## config.mk

```make
export PLATFORM = sky130hd
export DESIGN_NAME = olie_ctrl
export DESIGN_NICKNAME = d
export VERILOG_FILES = /design/src/rtl/olie_pkg.sv /design/src/rtl/olie_ctrl.sv
export SDC_FILE = /design/constraint.sdc
export NUM_CORES = 1
export LEC_CHECK = 0
export BUFFER_PORTS_ARGS = -buffer_cell sky130_fd_sc_hd__buf_2
export CORE_ASPECT_RATIO = 0.7
export CORE_MARGIN = 1
export CORE_UTILIZATION = 46
export DETAILED_ROUTE_END_ITERATION = 6
export MAX_ROUTING_LAYER = met4
export PLACE_DENSITY = 0.82
export SYNTH_ARGS = -nofsm -noshare
export SYNTH_HDL_FRONTEND = slang
export SYNTH_SLANG_ARGS = --single-unit
export TNS_END_PERCENT = 30
```

## constraint.sdc

```tcl
create_clock -name clk -period 2.85 [get_ports clk]
set_input_delay 0.4275 -clock clk [delete_from_list [all_inputs] [get_ports clk]]
set_output_delay 0.4275 -clock clk [all_outputs]
set_load 0.01 [all_outputs]
```

## src/rtl/olie_pkg.sv

```systemverilog
`default_nettype none
// ----------------------------------------------------------------------------
// olie_pkg
// shared types and constants of the ordered list insert/erase engine
// ----------------------------------------------------------------------------
package olie_pkg;

    localparam int FUNC_W  = 3;
    localparam int POS_W   = 9;
    localparam int DATA_W  = 32;
    localparam int COUNT_W = 9;

    typedef enum logic [FUNC_W-1:0] {
        FN_PUSH_BACK  = 3'd0,
        FN_POP_BACK   = 3'd1,
        FN_PUSH_FRONT = 3'd2,
        FN_POP_FRONT  = 3'd3,
        FN_INSERT     = 3'd4,
        FN_ERASE      = 3'd5,
        FN_CLEAR      = 3'd6
    } func_t;

    typedef enum logic [1:0] {
        OP_NONE   = 2'd0,
        OP_INSERT = 2'd1,
        OP_REMOVE = 2'd2,
        OP_CLEAR  = 2'd3
    } cell_op_t;

    typedef struct packed {
        cell_op_t op;
        logic     err;
    } olie_ctl_t;

endpackage
`default_nettype wire

```

## src/rtl/olie_ctrl.sv

```systemverilog
`default_nettype none
// ----------------------------------------------------------------------------
// olie_ctrl
// command decode, range checks and entry count
// ----------------------------------------------------------------------------
module olie_ctrl #(
    parameter int DEPTH = 256,
    parameter int CW    = 9
) (
    input  wire logic                         clk,
    input  wire logic                         rst_n,
    input  wire logic                         start,
    input  wire logic [olie_pkg::FUNC_W-1:0]  func,
    input  wire logic [olie_pkg::POS_W-1:0]   position,
    output olie_pkg::olie_ctl_t               ctl,
    output logic      [CW-1:0]                ep,
    output logic      [CW-1:0]                held,
    output logic      [CW-1:0]                held_nxt
);
    import olie_pkg::*;

    localparam int CMPW = (CW > POS_W) ? CW : POS_W;
    localparam logic [CW-1:0] DEPTH_C = CW'(DEPTH);

    logic [CW-1:0]   held_reg;
    logic [CW-1:0]   held_next;
    logic [CMPW-1:0] held_x;
    logic [CMPW-1:0] pos_x;
    logic            full;
    logic            empty;
    olie_ctl_t       dec;
    logic [CW-1:0]   dec_ep;

    assign held_x = CMPW'(held_reg);
    assign pos_x  = CMPW'(position);
    assign full   = (held_reg == DEPTH_C);
    assign empty  = (held_reg == '0);

    always_comb
    begin
        dec.op  = OP_NONE;
        dec.err = 1'b0;
        dec_ep  = '0;
        unique case (func)
            FN_PUSH_BACK:
            begin
                dec_ep = held_reg;
                if (full) dec.err = 1'b1;
                else      dec.op  = OP_INSERT;
            end
            FN_POP_BACK:
            begin
                dec_ep = held_reg - CW'(1);
                if (empty) dec.err = 1'b1;
                else       dec.op  = OP_REMOVE;
            end
            FN_PUSH_FRONT:
            begin
                if (full) dec.err = 1'b1;
                else      dec.op  = OP_INSERT;
            end
            FN_POP_FRONT:
            begin
                if (empty) dec.err = 1'b1;
                else       dec.op  = OP_REMOVE;
            end
            FN_INSERT:
            begin
                dec_ep = CW'(pos_x);
                if (full || (pos_x > held_x)) dec.err = 1'b1;
                else                          dec.op  = OP_INSERT;
            end
            FN_ERASE:
            begin
                dec_ep = CW'(pos_x);
                if (pos_x >= held_x) dec.err = 1'b1;
                else                 dec.op  = OP_REMOVE;
            end
            FN_CLEAR:
            begin
                dec.op = OP_CLEAR;
            end
            default:
            begin
                dec.err = 1'b1;
            end
        endcase
    end

    always_comb
    begin
        ctl = dec;
        if (!start)
        begin
            ctl.op = OP_NONE;
        end
    end

    always_comb
    begin
        held_next = held_reg;
        case (ctl.op)
            OP_INSERT: held_next = held_reg + CW'(1);
            OP_REMOVE: held_next = held_reg - CW'(1);
            OP_CLEAR:  held_next = '0;
            default:   held_next = held_reg;
        endcase
    end

    always_ff @(posedge clk or negedge rst_n)
    begin
        if (!rst_n)
        begin
            held_reg <= '0;
        end
        else
        begin
            held_reg <= held_next;
        end
    end

    assign ep       = dec_ep;
    assign held     = held_reg;
    assign held_nxt = held_next;

endmodule
`default_nettype wire

```

# Yosys cells after proc, flatten, opt, wreduce, memory -nomap -nowiden
# Index checks and enable logic that the tools add are counted.
[word_totals] regBits=9 input_bits=15 out_inout_bits=30 wordCells=34
[op_classes] n_addsub=2 magnitude_cmp=2 eq_ne=10 muxes=13 reduce_logical=6
[ops] cell="9-bit one-hot mux with 3 select lines" n=2
[ops] cell="2-bit one-hot mux with 5 select lines" n=1
[ops] cell="9-bit by 1-bit adder with 9-bit output, second input constant" n=1
[ops] cell="3-bit equality test, second input constant" n=3
[ops] cell="9-bit equality test, second input constant" n=1
[ops] cell="9-bit greater-or-equal comparator" n=1
[ops] cell="9-bit > comparator" n=1
[ops] cell="9-bit logical NOT" n=1
[ops] cell="9-bit by 1-bit subtractor with 9-bit output, second input constant" n=1
[ops] cell="3-bit by 2-bit equality test with 1-bit output, second input constant" n=2
[ops] cell="1-bit 2-to-1 mux" n=6
[ops] cell="2-bit 2-to-1 mux" n=3
[ops] cell="2-bit OR reduction" n=3
[ops] cell="1-bit one-hot mux with 5 select lines" n=1
[ops] cell="2-bit equality test, second input constant" n=2
[ops] cell="3-bit by 1-bit equality test with 1-bit output, second input constant" n=1
[ops] cell="3-bit logical NOT" n=1
[ops] cell="2-bit by 1-bit equality test with 1-bit output, second input constant" n=1
[ops] cell="1-bit logical OR" n=1

# Longest topological paths before layout
[depth] word_depth=7 ltp_mapped=11 mapped_depth_nobuf=9

# Worst setup path after synthesis
# No wires, ideal clock.
[synth_timing] path_kind="flip-flop to output port" startpoint="reg held_reg[2], in the netlist held[2]" endpoint="out held_nxt[8]" t_arrival_ps=2510 required_ps=2423 path_slack_ps=-88 path_stages_with_launch=10 n_path_buf=0 cell_sequence="dfrtp_1 -> inv_1 -> ha_1 -> a21oi_2 -> o21ai_2 -> a2111o_1 -> o32a_2 -> nor2_8 -> nand3_1 -> o22ai_1"
[synth_via] elab_chain_cells=7 word_cells_on_any_way=17 classes_between="add/sub: 2; order compare: 2; eq/ne: 4; mux: 7; reduce/logical: 2"
[synth_lines] element="start: declaration" line="olie_ctrl.sv:25" rtl="logic [CW-1:0] held_reg;"
[synth_lines] element="start signal: assignment" line="olie_ctrl.sv:118" rtl="held_reg <= held_next;"
[synth_lines] element="9-bit > comparator or 9-bit equality test (tied branches)" line="olie_ctrl.sv:70, olie_ctrl.sv:36"
[synth_lines] element="1-bit logical OR" line="olie_ctrl.sv:70" rtl="if (full || (pos_x > held_x)) dec.err = 1'b1;"
[synth_lines] element="1-bit 2-to-1 mux" line="olie_ctrl.sv:70"
[synth_lines] element="2-bit one-hot mux with 5 select lines" line="olie_ctrl.sv:44" rtl="unique case (func)"
[synth_lines] element="2-bit 2-to-1 mux" line="olie_ctrl.sv:93" rtl="if (!start)"
[synth_lines] element="2-bit equality test or 2-bit by 1-bit equality test with 1-bit output (tied branches)" line="olie_ctrl.sv:102" rtl="case (ctl.op)"
[synth_lines] element="9-bit one-hot mux with 3 select lines *" line="olie_ctrl.sv:102"
[synth_lines] element="end: declaration" line="olie_ctrl.sv:18" rtl="output logic [CW-1:0] held_nxt"
# Mark *: on every way between the ends. The rest lies on a longest branch, timed or not.

# Worst setup path after layout
[layout_timing] startpoint="reg held_reg[6], in the netlist held[6]" endpoint="out held_nxt[7]"
# The elaborated chain is that of the path after synthesis.

==> results.md <==
* Status: finished, violations left
* Failing checks: negative setup slack
* Filler cells at 189
* Fin crit period at 3.10 ns
* RSZ-0062 raised after global routing: yes
* Async set-reset flop share out of synthesis at 100%
* CTS tree: built
* Synth top cells by count: 25 x nor2_1, 21 x nand2_1, 14 x a21oi_1, 14 x inv_1, 12 x ha_1
* Clock transition at path regs at 0.05 ns
* Overflow after GRT at 0
* Most numerous cell in the Yosys netlist: nor2_1
* Register area at 228 µm²
* Overall Global Routing Usage at 32.7%
* Layout cells sized above 1 at 53.8%
* Max-cap violations at 0
* Util after Layout at 79.1%
* First-pass GRT wire length at 7400 µm
* FP Rows at 16
* Syn nets at 214
* Cells along the critical path: inv_2 -> ha_4 -> and4_4 -> a2111o_1 -> o31a_1 -> buf_4 -> and3_4 -> o211ai_1 -> o21ai_1 -> buf_2
* Ant diodes at 0
* Post-Synth Adder-Cell Area at 10.7%
* Clk Latency, worst-skew pair at 0.24 ns
* Syn avg cell area at 7.50 µm²
* Pint at 0.00118 W
* Syn Inst Count at 187
* Die X-Extent at 68 µm
* Crit Path Class: reg -> out
* Crit path max fanout at 6
* Area growth, synth to finish at 60.3%
* Critical Path End Type: output pin
* Synth top area share at 16.1%
* Area of the core at 2840 µm²
* Initial DRC count at 178
* Max reg flops at 9
* Mapped cell area at 1400 µm²
* Initial Util at 49.3%
* Least-Margin Pin Slew at 0.421 ns
* Boundary pin count at 45
* Reg power frac at 11.0%
* Final slew viol count at 0
* Sw frac at 45.9%
* H-Tree Depth at 1
* Crit path max-delay family: compound AO/OA/AOI/OAI gates
* Critical Path AT at 2.68 ns
* Detailed Place HPWL at 3590 µm
* Final setup vio count at 11
* Via-to-Cell Ratio at 5.87
* Fmax at 322 MHz
* Mux contribution to synthesized area at 2.14%
* Final total power at 0.00217 W
* #FFs+latches synth at 9
* Dominant cell type by area after synthesis: dfrtp_1
* R2R Path Start: held[6]
* Reg2Reg Setup Slack at -0.08 ns
* Share of the clock period used by the worst path at 109%
* WL per Instance at 16.3 µm
* Antenna violations before repair at 0
* Cts bufs inserted at 3
* LEAKAGE at 1.03 nW
* Logic pwr share at 82.0%
* Slew HR at 71.6%
* Num Clock Sinks at 9
* Syn. warnings at 0
* Clock share of power at 7.0%
* Total die area at 3280 µm²
* Reg2reg end: held[7]
* CP max stage cell: a2111o_1
* Largest family of logic cells by synthesized area: compound AO/OA/AOI/OAI gates
* Final worst setup slack at -0.253 ns
* Worst Hold Class: in -> async
* Post-Synth XOR/XNOR Area at 5.00%
* Post-synth top flop: dfrtp_1
* Compound-Gate Fraction of Synth Area at 27.8%
* Peak VDD IR at 655 µV
* R2R cell count at 14
* IO Port Bufs at 44
* Critical Path RT at 2.42 ns
* Max stage delay on crit path at 0.43 ns
* Bufs on Longest Clock Path at 2
* Post-synth EDFFs at 0
* Vias in the first global route at 1,647
* Seq/Total Area, Yosys at 16.1%
* Die height at 48.2 µm
* Final hold vios at 0
* Final #Nets at 305
* Footprint of the multi-input gates at 1230 µm²
* DR pass1 iterations at 5
* Antenna Nets Post-Route at 0
* Fin Clk Skew at 0.00604 ns
* WP buf/inv at 3
* Power per Cell Area at 967 nW/µm²
* Synth area leaders: dfrtp_1 16%, ha_1 11%, nor2_1 6.7%, nand2_1 5.6%, a21oi_1 5.0%
* Overall routed net length at 5100 µm
* DR DRC count at 0
* Vias at 1,836
* Root buf cell: clkbuf_8
* Setup crit start kind: register
* Largest net degree at the start of global routing at 17
* GPL Wtd Cong at 0.952
* Netlist cell types at 49
* Post-Synth Simple-Gate Area at 27.7%
* Switch Pwr at 0.000998 W
stage by stage:
stage,setup TNS (ns),hold WS [ns],area [µm²],worst slack (ns),std cells
floorplan,-0.00478,0.132,1440,-0.00478,187
global placement,-1.05,0.296,1850,-0.172,287
detailed placement,-1.25,0.299,1850,-0.217,287
CTS,-1.97,0.0464,2160,-0.231,309
global route,-2.92,0.0561,2250,-0.332,313
finish,-1.92,0.0394,2250,-0.253,313
kinds of logic (layout without fill, tap and decap cells):
family | after synthesis | after routing
compound gates | 53 | 53
xor+xnor | 8 | 8
fa+ha+maj | 12 | 12
buf+inv | 26 | 116
flops | 9 | 9
mux | 3 | 3
simple gates | 76 | 76
worst max-delay path by stage:
| stage | from | endpoint | slack, ns | depth (start not counted) |
|---|---|---|---|---|
| floorplan | held[4] | held_nxt[1] | -0.005 | 11 |
| global placement | position[4] | held_nxt[4] | -0.17 | 10 |
| detailed placement | position[4] | held_nxt[4] | -0.22 | 10 |
| CTS | held[7] | held_nxt[7] | -0.23 | 11 |
| global route | held[6] | held_nxt[7] | -0.33 | 11 |
| finish | held[6] | held_nxt[7] | -0.25 | 10 |
power groups by stage:
stage / Sequential [W] / Clock [W] / Combinational (W)
final: 0.000240 / 0.000152 / 0.00178
after global routing: 0.000242 / 0.000161 / 0.00193
after CTS: 0.000238 / 0.000155 / 0.00163
after detailed placement: 0.000234 / 0 / 0.00132
after global placement: 0.000232 / 0 / 0.00130
after floorplan: 0.000296 / 0 / 0.000733
cell usage in the layout (no fill, tap or decap), types with 4 or more instances in the layout:
master / Yosys / final
a21oi_1: 14 / 12
nand3_1: 7 / 6
buf_4: 1 / 49
a31oi_1: 6 / 4
dfrtp_1: 9 / 7
o21ai_0: 6 / 5
a21oi_2: 2 / 4
ha_4: 0 / 6
inv_2: 0 / 7
inv_1: 14 / 7
a221oi_2: 3 / 4
xnor2_1: 7 / 7
buf_6: 5 / 5
nand2_1: 21 / 20
ha_1: 12 / 6
buf_2: 3 / 44
nor2_1: 25 / 24
per-layer routing:
metal | vias to the layer above | wire length, µm | global-route usage [%] | part of all wire [%]
met4 | 0 | 107 | 10.0 | 2.1
met5 | - | 0 | - | 0
li1 | 860 | - | - | -
met1 | 847 | 2120 | 40.4 | 42
met2 | 117 | 2390 | 55.1 | 47
met3 | 12 | 486 | 5.84 | 9.5
area by class of cell:
cell class,count,share of cell area [%]
Multi-Input combinational cell,152,54.9
Sequential cell,9,10.1
Inverter,14,2.34
Timing Repair Buffer,98,28.7
Tap cell,36,2.00
Clock buffer,4,2.00
timing repair:
action                                  4_1_cts  5_1_grt
endpoints found under the setup margin       10       13
pin swaps                                    16       13
hold buffers                                  0        0
gates resized for setup                      22       15
hold endpoints to repair                      0        0
setup buffers                                18        5
Power figures use the tool's default switching activity.
