`config.mk`:
```
export PLATFORM = sky130hd
export DESIGN_NAME = olie_cell
export DESIGN_NICKNAME = d
export VERILOG_FILES = /design/src/rtl/olie_pkg.sv /design/src/rtl/olie_cell.sv
export SDC_FILE = /design/constraint.sdc
export NUM_CORES = 1
export LEC_CHECK = 0
export ABC_AREA = 1
export ABC_CLOCK_PERIOD_IN_PS = 6000
export BUFFER_PORTS_ARGS = -buffer_cell sky130_fd_sc_hd__clkbuf_2
export CORE_UTILIZATION = 40
export DETAILED_ROUTE_END_ITERATION = 10
export GPL_ROUTABILITY_DRIVEN = 0
export PLACE_DENSITY = 0.86
export SLEW_MARGIN = 20
export SYNTH_ARGS = -nofsm -noshare
export SYNTH_HDL_FRONTEND = slang
export SYNTH_SLANG_ARGS = --single-unit
```
`constraint.sdc`:
```
create_clock -name clk -period 6 [get_ports clk]
set_input_delay 0.6 -clock clk [delete_from_list [all_inputs] [get_ports clk]]
set_output_delay 0.6 -clock clk [all_outputs]
set_load 0.02 [all_outputs]
```
`src/rtl/olie_pkg.sv`:
```
`default_nettype none
// ----------------------------------------------------------------------------
// olie_pkg
// shared types and constants of the ordered list insert/erase engine
// ----------------------------------------------------------------------------
package olie_pkg;

    localparam int FUNC_W  = 3;
    localparam int POS_W   = 9;
    localparam int DATA_W  = 32;
    localparam int COUNT_W = 9;

    typedef enum logic [FUNC_W-1:0] {
        FN_PUSH_BACK  = 3'd0,
        FN_POP_BACK   = 3'd1,
        FN_PUSH_FRONT = 3'd2,
        FN_POP_FRONT  = 3'd3,
        FN_INSERT     = 3'd4,
        FN_ERASE      = 3'd5,
        FN_CLEAR      = 3'd6
    } func_t;

    typedef enum logic [1:0] {
        OP_NONE   = 2'd0,
        OP_INSERT = 2'd1,
        OP_REMOVE = 2'd2,
        OP_CLEAR  = 2'd3
    } cell_op_t;

    typedef struct packed {
        cell_op_t op;
        logic     err;
    } olie_ctl_t;

endpackage
`default_nettype wire

```
`src/rtl/olie_cell.sv`:
```
`default_nettype none
// ----------------------------------------------------------------------------
// olie_cell
// one list entry; shifts toward the back on insert, toward the front on removal
// ----------------------------------------------------------------------------
module olie_cell #(
    parameter int IDX = 0,
    parameter int CW  = 9
) (
    input  wire logic                       clk,
    input  wire olie_pkg::olie_ctl_t        ctl,
    input  wire logic [CW-1:0]              ep,
    input  wire logic [olie_pkg::DATA_W-1:0] left,
    input  wire logic [olie_pkg::DATA_W-1:0] right,
    input  wire logic [olie_pkg::DATA_W-1:0] value_in,
    output logic      [olie_pkg::DATA_W-1:0] q,
    output logic      [olie_pkg::DATA_W-1:0] sel
);
    import olie_pkg::*;

    localparam logic [CW-1:0] IDX_C = CW'(IDX);

    logic [DATA_W-1:0] data_reg;
    logic [DATA_W-1:0] data_next;

    always_comb
    begin
        data_next = data_reg;
        case (ctl.op)
            OP_INSERT:
            begin
                if (IDX_C > ep)
                begin
                    data_next = left;
                end
                else if (IDX_C == ep)
                begin
                    data_next = value_in;
                end
            end
            OP_REMOVE:
            begin
                if (IDX_C >= ep)
                begin
                    data_next = right;
                end
            end
            default:
            begin
                data_next = data_reg;
            end
        endcase
    end

    always_ff @(posedge clk)
    begin
        data_reg <= data_next;
    end

    assign q   = data_reg;
    assign sel = (IDX_C == ep) ? data_reg : '0;

endmodule
`default_nettype wire

```
# Word-level counts from Yosys, hierarchy flattened
# Cells that the tools add are included.
[totals]
ff_bits = 32
input_bits = 109
out_inout_bits = 64
wordCells = 15
[op_classes]
reduce_logical = 3
n_mux = 5
n_eq_ne = 4
magnitude_cmp = 2
[ops]
columns = ["op", "count"]
rows = [
  ["2-to-1 mux 32 bit", 4],
  ["one-hot mux 32 bit (2 select lines)", 1],
  ["greater-or-equal comparator 1 x 9 -> 1 bit (first input constant)", 1],
  ["> comparator 1 x 9 -> 1 bit (first input constant)", 1],
  ["logical NOT 9 bit", 1],
  ["inequality test 3 bit (second input constant)", 1],
  ["AND reduction 3 bit", 1],
  ["equality test 2 x 1 -> 1 bit (second input constant)", 1],
  ["equality test 2 bit (second input constant)", 1],
  ["inequality test 2 bit (second input constant)", 1],
  ["nonzero test 2 bit", 1],
]

# Depth between registers and ports, before layout
# Gate-level depths: netlist of the first run.
[logic_depth]
word_depth = 4
depth_mapped = 7
ltp_nobuf = 5

# Worst setup path before layout of the first run
# OpenSTA, ideal clock, no wires.
[synth_path]
path_kind = "input port to flip-flop"
startpoint = "input port ctl[1] in the netlist's numbering"
endpoint = "register data_reg[0], in the netlist q[0], enable pin"
path_stages = 7
setup_time_ns = 0.422
t_required_ns = 5.578
path_buffers = 2
arrival_ns = 2.599
setup_slack_ns = 2.980
path_cell_list = "inv_1 ha_1 buf_6 buf_6 nor2_1 nor2_1 nor2_1"
[synth_between]
elab_chain_cells = 3
elab_cells_between_ends = 6
cone_classes = "eq/ne (4); reduce/logical (2)"
[synth_rtl]
columns = ["element", "line", "text"]
rows = [
  ["start, declared", "olie_cell.sv:11", "input wire olie_pkg::olie_ctl_t ctl,"],
  ["equality test 2 x 1 -> 1 bit or equality test 2 bit (tied branches)", "olie_cell.sv:29", "case (ctl.op)"],
  ["inequality test 3 bit (no source line) (tied with other cells)", "--", ""],
  ["AND reduction 3 bit (no source line) *", "--", ""],
  ["end signal, assigned", "olie_cell.sv:57", "data_reg <= data_next;"],
  ["end, declared", "olie_cell.sv:23", "logic [DATA_W-1:0] data_reg;"],
]
# Mark *: on every way between the ends. The rest lies on a longest branch, timed or not.
# A chain may end at the register's enable or synchronous reset.

# Worst setup path after layout of the first run
[layout_path]
startpoint = "input port ep[5]"
endpoint = "output port sel[0] in the netlist's numbering"
[layout_between]
elab_chain_cells = 2
[layout_rtl]
columns = ["element", "line", "text"]
rows = [
  ["start, declared", "olie_cell.sv:12", "input wire logic [CW-1:0] ep,"],
  ["logical NOT 9 bit", "olie_cell.sv:61", "assign sel = (IDX_C == ep) ? data_reg : '0;"],
  ["2-to-1 mux 32 bit", "olie_cell.sv:61", ""],
  ["end, declared", "olie_cell.sv:17", "output logic [olie_pkg::DATA_W-1:0] sel"],
]
# Every way passes these cells.

==> results of run 1 <==
cell usage after synthesis:
library cell	number	area, sq um
ha_1	2	25.0
nor2_2	28	175
inv_2	1	3.75
buf_6	7	78.8
inv_1	35	131
nor2_4	3	33.8
mux2_2	23	259
mux2_4	9	135
edfxtp_1	32	961
nor2_1	9	33.8
nand3_1	1	5.00
nand2_1	1	3.75
cell usage in the layout (no fill, tap or decap):
cell | Yosys | final
mux2_2 | 23 | 23
clkinv_1 | 0 | 1
clkbuf_2 | 0 | 139
nor2_2 | 28 | 28
ha_2 | 0 | 1
nand2_1 | 1 | 1
mux2_4 | 9 | 9
nand3_1 | 1 | 1
nor2_1 | 9 | 8
nor2_4 | 3 | 4
inv_2 | 1 | 1
inv_1 | 35 | 35
clkbuf_8 | 0 | 5
clkbuf_1 | 0 | 2
ha_1 | 2 | 1
edfxtp_1 | 32 | 32
power breakdown:
group	total, uW	leakage (uW)	internal (uW)	switching [uW]
Sequential	294	0.000302	281	13.7
Clock	150	0.0000399	80.5	69.4
Combinational	137	0.00103	57.9	78.9
worst max-delay path, cell delays in order:
cell and delay, ns:
clkbuf_2 0.08, nor2_1 0.04, nand3_1 0.09, nor2_2 0.05
inv_2 0.65, nor2_1 0.10, clkbuf_2 0.19
how the worst min path moves through the flow:
stage,from,to,depth (start not counted)
6_report,right[6],q[6]$_DFFE_PP_,2
5_1_grt,right[27],q[27]$_DFFE_PP_,2
4_1_cts,right[6],q[6]$_DFFE_PP_,2
3_5_place_dp,right[27],q[27]$_DFFE_PP_,2
3_3_place_gp,right[14],q[14]$_DFFE_PP_,2
2_1_floorplan,right[22],q[22]$_DFFE_PP_,1
cell type report:
type	count	area share, %
inverters	36	5.16
flip-flops and latches	32	36.7
well taps	52	2.49
multi-input cells	76	26.0
repair buffers	139	26.6
clock inverters	1	0.143
clock buffers	7	2.92
cell families (layout without fill, tap and decap cells):
logic type / count (synthesis) / in the layout
and+or+nand+nor: 42 / 42
DFF: 32 / 32
muxes: 32 / 32
buffers and inverters: 43 / 183
adders and majority gates: 2 / 2
stage by stage:
stage	util, %	area (sq um)	total power, uW
2_1_floorplan	-	1850	381
3_3_place_gp	57.9	2540	431
3_5_place_dp	57.9	2540	438
4_1_cts	59.7	2620	590
5_1_grt	59.7	2620	610
6_report	59.7	2620	581
per-layer routing:
layer  GRT usage, %  routed length [microns]
met2           31.9                     2250
met4           4.67                       32
met3           3.32                      206
met5              0                        0
met1           16.0                     1450
==> metrics.md, run 1 <==
| Metric | Value |
|---|---|
| Setup Fix Bufs, Post-CTS | `0` |
| Initial DRC Count | `74` |
| Syn nets | `262` |
| Reg area | `just under 0.001 sq mm` |
| Flop and latch count out of synthesis | `32` |
| # IOs | `173` |
| Initial Util | `about 42%` |
| Die area | `0.00489 sq mm` |
| Clock tree from TritonCTS | `yes` |
| Cell variety after synth | `12` |
| Fin Setup TNS | `0 ns` |
| Row count | `24` |
| Final setup violation count | `0` |
| Post-synthesis cell count | `151` |
| Final max-slew violation count | `0` |
| Post-synthesis xor/xnor area fraction | `0%` |
| Antenna Diode Count | `0` |
| Final critical-path setup slack | `3.60 ns` |
| Antenna viol nets, final | `0` |
| Htree depth | `2` |
| Clock transition at path regs | `0.06 ns` |
| Main combinational cell family by area after synthesis | `multiplexers` |
| Peak supply drop | `0.109 mV` |
| Via density per instance | `~4.4` |
| Crit path kind | `in2out` |
| Total routed wirelength | `just under 4000 microns` |
| Max cap viols | `0` |
| PortBufs | `139` |
| Slew @ Worst Pin | `0.902 ns` |
| Core Box Area | `0.00438 sq mm` |
| Synth Area in Adders | `between 1 and 1.5%` |
| Post-DP HPWL | `roughly 3200 microns` |
| Status | `finished, final reports clean` |
| Post-cts sizing count | `0` |
| Largest net degree at the start of global routing | `34` |
| Avg Cell Area, Syn | `around 12 sq um` |
| Fmax achieved | `0.416 GHz` |
| Synth-to-Final Area Change | `41.8%` |
| Critical Path AT | `1.80 ns` |
| First-pass GRT wire length | `slightly above 6000 microns` |
| Initial antenna violation count | `0` |
| All-layer global routing usage | `15.9%` |
| Synth Area in Compound Gates | `0%` |
| Critical Path Source | `ep[5]` |
| Worst setup EP type | `primary output` |
| Post-Syn Area | `0.00185 sq mm` |
| CP startpoint kind | `input pin` |
| CTS root buffer | `clkbuf_8` |
| Nets@finish | `401` |
| Number of warnings issued by yosys | `0` |
| Die X | `69.9 microns` |
| Hold Path Class | `in2reg` |
| Clock buffer depth | `2` |
| Vias in the first global route | `1400` |
| Grt ovf | `0` |
| WHS | `0.626 ns` |
| Die height | `69.9 microns` |
| Unrepaired setup endpoints after global routing | `false` |
| Power per cell area | `between 200 and 250 mW/mm^2` |
| Final Cycle Share | `40.1%` |
| Drt pass-1 iters | `4` |
| Vias | `between 1.5k and 2k` |
| Pleak | `0.00137 uW` |
| Post-Synth Simple-Gate Area | `13.6%` |
| Cts bufs inserted | `5` |
| Max FFs per register | `32` |
| Final Non-Filler Cells | `343` |
| Crit Path Max Fanout | `32` |
| DRC Markers | `0` |
| Share of cells above drive strength 1 | `72.2%` |
| Post-Place Cells | `roughly 340` |
| Worst path required time | `approximately 5.4 ns` |
| Place WS | `3.43 ns` |
| Fill count | `358` |
| Hold Buf Count CTS | `0` |
| Max_slew headroom | `39.8%` |
| Per-cell routed wire length | `11.5 microns` |
| Minimum clock period | `2.40 ns` |
| Seq/Total Area, Yosys | `52.1%` |
| Multiplexer share of the synthesized area | `21.4%` |
| Fin. Hold Viols | `0` |
| Worst Setup EP | `sel[0]` |
| Clock sink count | `32` |
| Area of the multi-input gates | `681 sq um` |
No activity file was read; power rests on OpenSTA's default activity.
==> run 2, diff against run 1 <==
--- a/config.mk
+++ b/config.mk
@@ -6,12 +6,12 @@
 export NUM_CORES = 1
 export LEC_CHECK = 0
 export ABC_AREA = 1
-export ABC_CLOCK_PERIOD_IN_PS = 6000
+export ABC_CLOCK_PERIOD_IN_PS = 2000
 export BUFFER_PORTS_ARGS = -buffer_cell sky130_fd_sc_hd__clkbuf_2
-export CORE_UTILIZATION = 40
+export CORE_UTILIZATION = 33
 export DETAILED_ROUTE_END_ITERATION = 10
 export GPL_ROUTABILITY_DRIVEN = 0
-export PLACE_DENSITY = 0.86
+export PLACE_DENSITY = 0.76
 export SLEW_MARGIN = 20
 export SYNTH_ARGS = -nofsm -noshare
 export SYNTH_HDL_FRONTEND = slang
==> constraint.sdc (replaced) <==
create_clock -name clk -period 2 [get_ports clk]
set_input_delay 0.2 -clock clk [delete_from_list [all_inputs] [get_ports clk]]
set_output_delay 0.2 -clock clk [all_outputs]
set_load 0.02 [all_outputs]
==> run 2 against run 1 <==
Count of clock-buffer cells in the layout decreased by 2. Setup slack got worse by 3.2 ns. Non-clock buffer count increased by 1. Final cell count increased by 5.2%. Via count decreased by 1.3%. Core utilization decreased by 9.2 points. Critical path depth unchanged. Cell area increased by 1.0%. Flip-flop and latch count unchanged. Hold slack got worse by 0.40 ns. Critical path type unchanged. Critical endpoint unchanged.
==> metrics.md, run 2 (synthesis results as in run 1) <==
| Metric | Value |
|---|---|
| Status | `finished, final reports clean` |
| Max_slew headroom | `39.1%` |
| Vias | `1495` |
| Clock Power Share | `25.9%` |
| # IOs | `173` |
| Clock buffer depth | `2` |
| Initial Util | `a little over a third` |
| Pint | `1240 uW` |
| Drt pass-1 iters | `4` |
| First-pass GRT wire length | `a little under 7000 microns` |
| Placed cell areas | `between 0.002 and 0.003 sq mm` |
| Hold-critical path depth | `2` |
| Worst path required time | `around 1.8 ns` |
| Pleak | `0.00137 uW` |
| Fin Setup TNS | `0 ns` |
| Core Box Area | `0.00524 sq mm` |
| Per-cell routed wire length | `about 11 microns` |
| Hold worst-path end | `q[22]$_DFFE_PP_` |
| Post-DP HPWL | `3120 microns` |
| Critical Path AT | `1.40 ns` |
| Most frequent cells in the layout | `clkbuf_2, inv_1, edfxtp_1, nor2_2, mux2_2` |
| Synth-to-Final Area Change | `43.3%` |
| Total routed wirelength | `a little over 4000 microns` |
| Clock sink count | `32` |
| Seq pwr share | `50.6%` |
| Slew @ Worst Pin | `between 0.9 and 1 ns` |
| Htree depth | `2` |
| Clock tree from TritonCTS | `yes` |
| Peak supply drop | `0.336 mV` |
| Initial DRC Count | `53` |
| Via density per instance | `4.14` |
| CP startpoint kind | `input pin` |
| All-layer global routing usage | `approximately 15%` |
| Antenna Diode Count | `0` |
| Antenna viol nets, final | `0` |
| Vias in the first global route | `1529` |
| Die X | `76.8 microns` |
| Die height | `76.8 microns` |
| DRC Markers | `0` |
| Grt ovf | `0` |
| Switching Share | `28.6%` |
| Crit path kind | `in2out` |
| Final max-slew violation count | `0` |
| Fin. Hold Viols | `0` |
| Most common cell after layout, fill and taps aside | `clkbuf_2` |
| Design area | `0.00264 sq mm` |
| Final design utilization | `50.5%` |
| Die area | `0.00590 sq mm` |
| Combinational share of power | `between 20% and 30%` |
| Initial antenna violation count | `0` |
| Power per cell area | `around 660 mW/mm^2` |
| Hold Path Class | `in2reg` |
| Nets@finish | `402` |
| Net switching power | `499 uW` |
| Fmax achieved | `0.623 GHz` |
| Row count | `26` |
| Setup Fix Bufs, Post-CTS | `0` |
| Hold Crit Start | `value_in[22]` |
| Final Non-Filler Cells | `361` |
| Clock transition at path regs | `0.07 ns` |
| Max cap viols | `0` |
| Final setup violation count | `0` |
| Worst setup EP type | `primary output` |
| Crit Path Max Fanout | `32` |
| Post-Place Cells | `roughly 350` |
| Minimum clock period | `1.60 ns` |
| Cts bufs inserted | `5` |
| PortBufs | `139` |
| Unrepaired setup endpoints after global routing | `false` |
| Post-cts sizing count | `0` |
| Share of cells above drive strength 1 | `between 70 and 80%` |
| Final Cycle Share | `80.2%` |
| Largest net degree at the start of global routing | `33` |
| WHS | `0.222 ns` |
| Hold Buf Count CTS | `0` |
| Max FFs per register | `32` |
| CTS root buffer | `clkbuf_8` |
[run 2: changes by cell type in the layout (fill, tap and decap cells not counted)]
cell      change
clkinv_1      +1
clkbuf_1      -2
buf_4         +1
[run 2: power groups by stage]
| stage | Sequential [uW] | Combinational [uW] | Clock (uW) |
|---|---|---|---|
| 6_report | 881 | 410 | 451 |
| 5_1_grt | 894 | 446 | 501 |
| 4_1_cts | 882 | 417 | 466 |
| 3_5_place_dp | 896 | 417 | 0 |
| 3_3_place_gp | 892 | 407 | 0 |
| 2_1_floorplan | 994 | 151 | 0 |
[run 2: worst max path at each step]
stage | from | endpoint | slack, ns | cells after the start
after CTS | ep[5] | sel[0] | 0.37 | 7
after floorplan | ctl[1] | q[0]$_DFFE_PP_ | 0.26 | 7
final | ep[5] | sel[0] | 0.40 | 7
after global routing | ep[5] | sel[0] | 0.27 | 7
after global placement | ctl[1] | q[0]$_DFFE_PP_ | 0.25 | 6
after detailed placement | ep[2] | q[11]$_DFFE_PP_ | 0.20 | 6
[run 2: cell type report]
type,instances,area (sq um)
clock buffer,5,68.8
clock inverter,2,7.51
fill,492,2590
inverter,36,135
multi-input combinational,76,681
sequential,32,961
tap,70,87.6
timing repair buffer,140,703
[run 2: per-layer routing]
metal	share of wire, %	track usage [%]	up-vias	routed length [microns]
li1	-	-	756	-
met5	0	0	-	0
met1	39	15.2	651	1590
met2	52	27.9	86	2120
met4	0.72	5.96	0	29
met3	7.6	4.76	2	308
[run 2: per-stage QoR]
stage               power [uW]  setup slack (ns)
finish                    1740             0.396
detailed placement        1310             0.196
global route              1840             0.274
global placement          1300             0.253
CTS                       1770             0.371
floorplan                 1150             0.264
[run 2: critical path: stages]
cell	delay [ns]
clkbuf_2	0.07
nor2_1	0.04
nand3_1	0.08
nor2_2	0.05
inv_2	0.64
nor2_1	0.10
clkbuf_2	0.19
==> run 3, diff against run 2 <==
--- a/config.mk
+++ b/config.mk
@@ -6,12 +6,12 @@
 export NUM_CORES = 1
 export LEC_CHECK = 0
 export ABC_AREA = 1
-export ABC_CLOCK_PERIOD_IN_PS = 2000
+export ABC_CLOCK_PERIOD_IN_PS = 1700
 export BUFFER_PORTS_ARGS = -buffer_cell sky130_fd_sc_hd__clkbuf_2
-export CORE_UTILIZATION = 33
+export CORE_UTILIZATION = 37
 export DETAILED_ROUTE_END_ITERATION = 10
 export GPL_ROUTABILITY_DRIVEN = 0
-export PLACE_DENSITY = 0.76
+export PLACE_DENSITY = 0.81
 export SLEW_MARGIN = 20
 export SYNTH_ARGS = -nofsm -noshare
 export SYNTH_HDL_FRONTEND = slang
==> constraint.sdc (replaced) <==
create_clock -name clk -period 1.7 [get_ports clk]
set_input_delay 0.17 -clock clk [delete_from_list [all_inputs] [get_ports clk]]
set_output_delay 0.17 -clock clk [all_outputs]
set_load 0.02 [all_outputs]
==> run 3 against run 2 <==
Total power up 17%. Final cell count up 0.55%. Sequential share of layout area down 0.64 points. Hold slack worse by 0.026 ns. First-iteration DRC count down 32%. Via count up 2.7%. Die area down 11%. Critical path type unchanged. Highest routed layer unchanged.
==> metrics.md, run 3 (synthesis results as in run 1) <==
| Metric | Value |
|---|---|
| Total routed wirelength | `3890 microns` |
| CP top delay family | `buffers and inverters` |
| Most common cell after layout, fill and taps aside | `clkbuf_2` |
| Max_slew headroom | `80.1%` |
| Max FFs per register | `32` |
| Most frequent cells in the layout | `clkbuf_2, inv_1, edfxtp_1, nor2_2, mux2_2` |
| Slew @ Worst Pin | `0.298 ns` |
| First-pass GRT wire length | `between 5000 and 6000 microns` |
| Clock Power Share | `25.1%` |
| Hold Path Class | `in2reg` |
| PortBufs | `139` |
| Grt ovf | `0` |
| Worst path required time | `1.53 ns` |
| Initial Util | `38.8%` |
| Largest net degree at the start of global routing | `18` |
| Via density per instance | `4.23` |
| Cts bufs inserted | `5` |
| Switching Share | `27.6%` |
| Delay of the slowest critical-path stage | `0.22 ns` |
| Post-cts sizing count | `0` |
| Seq pwr share | `50.7%` |
| Total power | `2040 uW` |
| Fin. Hold Viols | `0` |
| Per-cell routed wire length | `about 11 microns` |
| Crit path buf inv count | `4` |
| Antenna viol nets, final | `0` |
| Design area | `between 0.002 and 0.003 sq mm` |
| Htree depth | `2` |
| Vias in the first global route | `roughly 1.4k` |
| Worst setup EP type | `primary output` |
| Net switching power | `563 uW` |
| # IOs | `173` |
| Die X | `between 70 and 80 microns` |
| Place WS | `between 0.2 and 0.25 ns` |
| CTS root buffer | `clkbuf_8` |
| Nets@finish | `407` |
| Clock transition at path regs | `roughly 0.060 ns` |
| Drt pass-1 iters | `4` |
| Vias | `around 1.5k` |
| Clock buffer depth | `2` |
| Setup Fix Bufs, Post-CTS | `0` |
| Combinational share of power | `24.2%` |
| CP startpoint kind | `input pin` |
| Crit Path Max Fanout | `17` |
| Die height | `72.6 microns` |
| Minimum clock period | `1.30 ns` |
| Pleak | `0.00140 uW` |
| Share of cells above drive strength 1 | `73.3%` |
| Unrepaired setup endpoints after global routing | `false` |
| Crit path kind | `in2out` |
| Clock sink count | `32` |
| Initial antenna violation count | `0` |
| Core Box Area | `between 0.004 and 0.005 sq mm` |
| Status | `finished, final reports clean` |
| Worst path slowest cell | `buf_4` |
| Max cap viols | `0` |
| Final Cycle Share | `76.6%` |
| Row count | `25` |
| Initial DRC Count | `36` |
| Pint | `1480 uW` |
| Crit-path cells | `clkbuf_2 -> nor2_1 -> nand3_1 -> nor2_2 -> inv_2 -> buf_4 -> nor2_2 -> clkbuf_2` |
| Placed cell areas | `0.00261 sq mm` |
| Final critical-path setup slack | `about 0.40 ns` |
| Hold Buf Count CTS | `0` |
| Power per cell area | `759 mW/mm^2` |
| Antenna Diode Count | `0` |
| Peak supply drop | `0.403 mV` |
| DRC Markers | `0` |
| Final max-slew violation count | `0` |
| WHS | `slightly below 0.2 ns` |
| Clock tree from TritonCTS | `yes` |
| Fmax achieved | `roughly 0.77 GHz` |
| All-layer global routing usage | `14.6%` |
| Critical Path AT | `around 1.1 ns` |
| Fin Setup TNS | `0 ns` |
| Die area | `0.00527 sq mm` |
| Synth-to-Final Area Change | `45.8%` |
| Post-DP HPWL | `3280 microns` |
| Final setup violation count | `0` |
[run 3: changes by cell type in the layout (fill, tap and decap cells not counted), sizes merged]
cell    before  now
buf          1    6
clkbuf     144  145
clkinv       2    1
[run 3: cell type report]
cell class                 count  area, sq um
multi-input combinational     76          681
timing repair buffer         145          753
fill                         451         2060
sequential                    32          961
tap                           67         83.8
inverter                      36          135
clock buffer                   6         72.6
clock inverter                 1         5.00
[run 3: final timing paths]
| check | start | to | slack, ns | depth (start not counted) |
|---|---|---|---|---|
| min | value_in[28] | q[28]$_DFFE_PP_ | 0.20 | 2 |
| max | ep[2] | sel[25] | 0.40 | 8 |
[run 3: stage by stage]
stage | utilization, % | instances
after global routing | 56.6 | 363
after floorplan | - | 151
final | 56.6 | 363
after CTS | 56.6 | 363
after global placement | 55.0 | 356
after detailed placement | 55.0 | 356
[run 3: metal layers]
metal  share of wire [%]  vias up  GRT usage [%]
met3                 7.8        7           4.14
met4                 2.1        0           6.97
li1                    -      765              -
met5                   0        -              0
met1                  37      685           14.5
met2                  54       79           27.6
[run 3: power groups by stage]
stage               registers [uW]  clock network [uW]  logic [uW]
floorplan                     1170                   0         179
global placement              1050                   0         489
detailed placement            1050                   0         500
CTS                           1040                 542         501
global route                  1050                 575         533
finish                        1040                 514         494
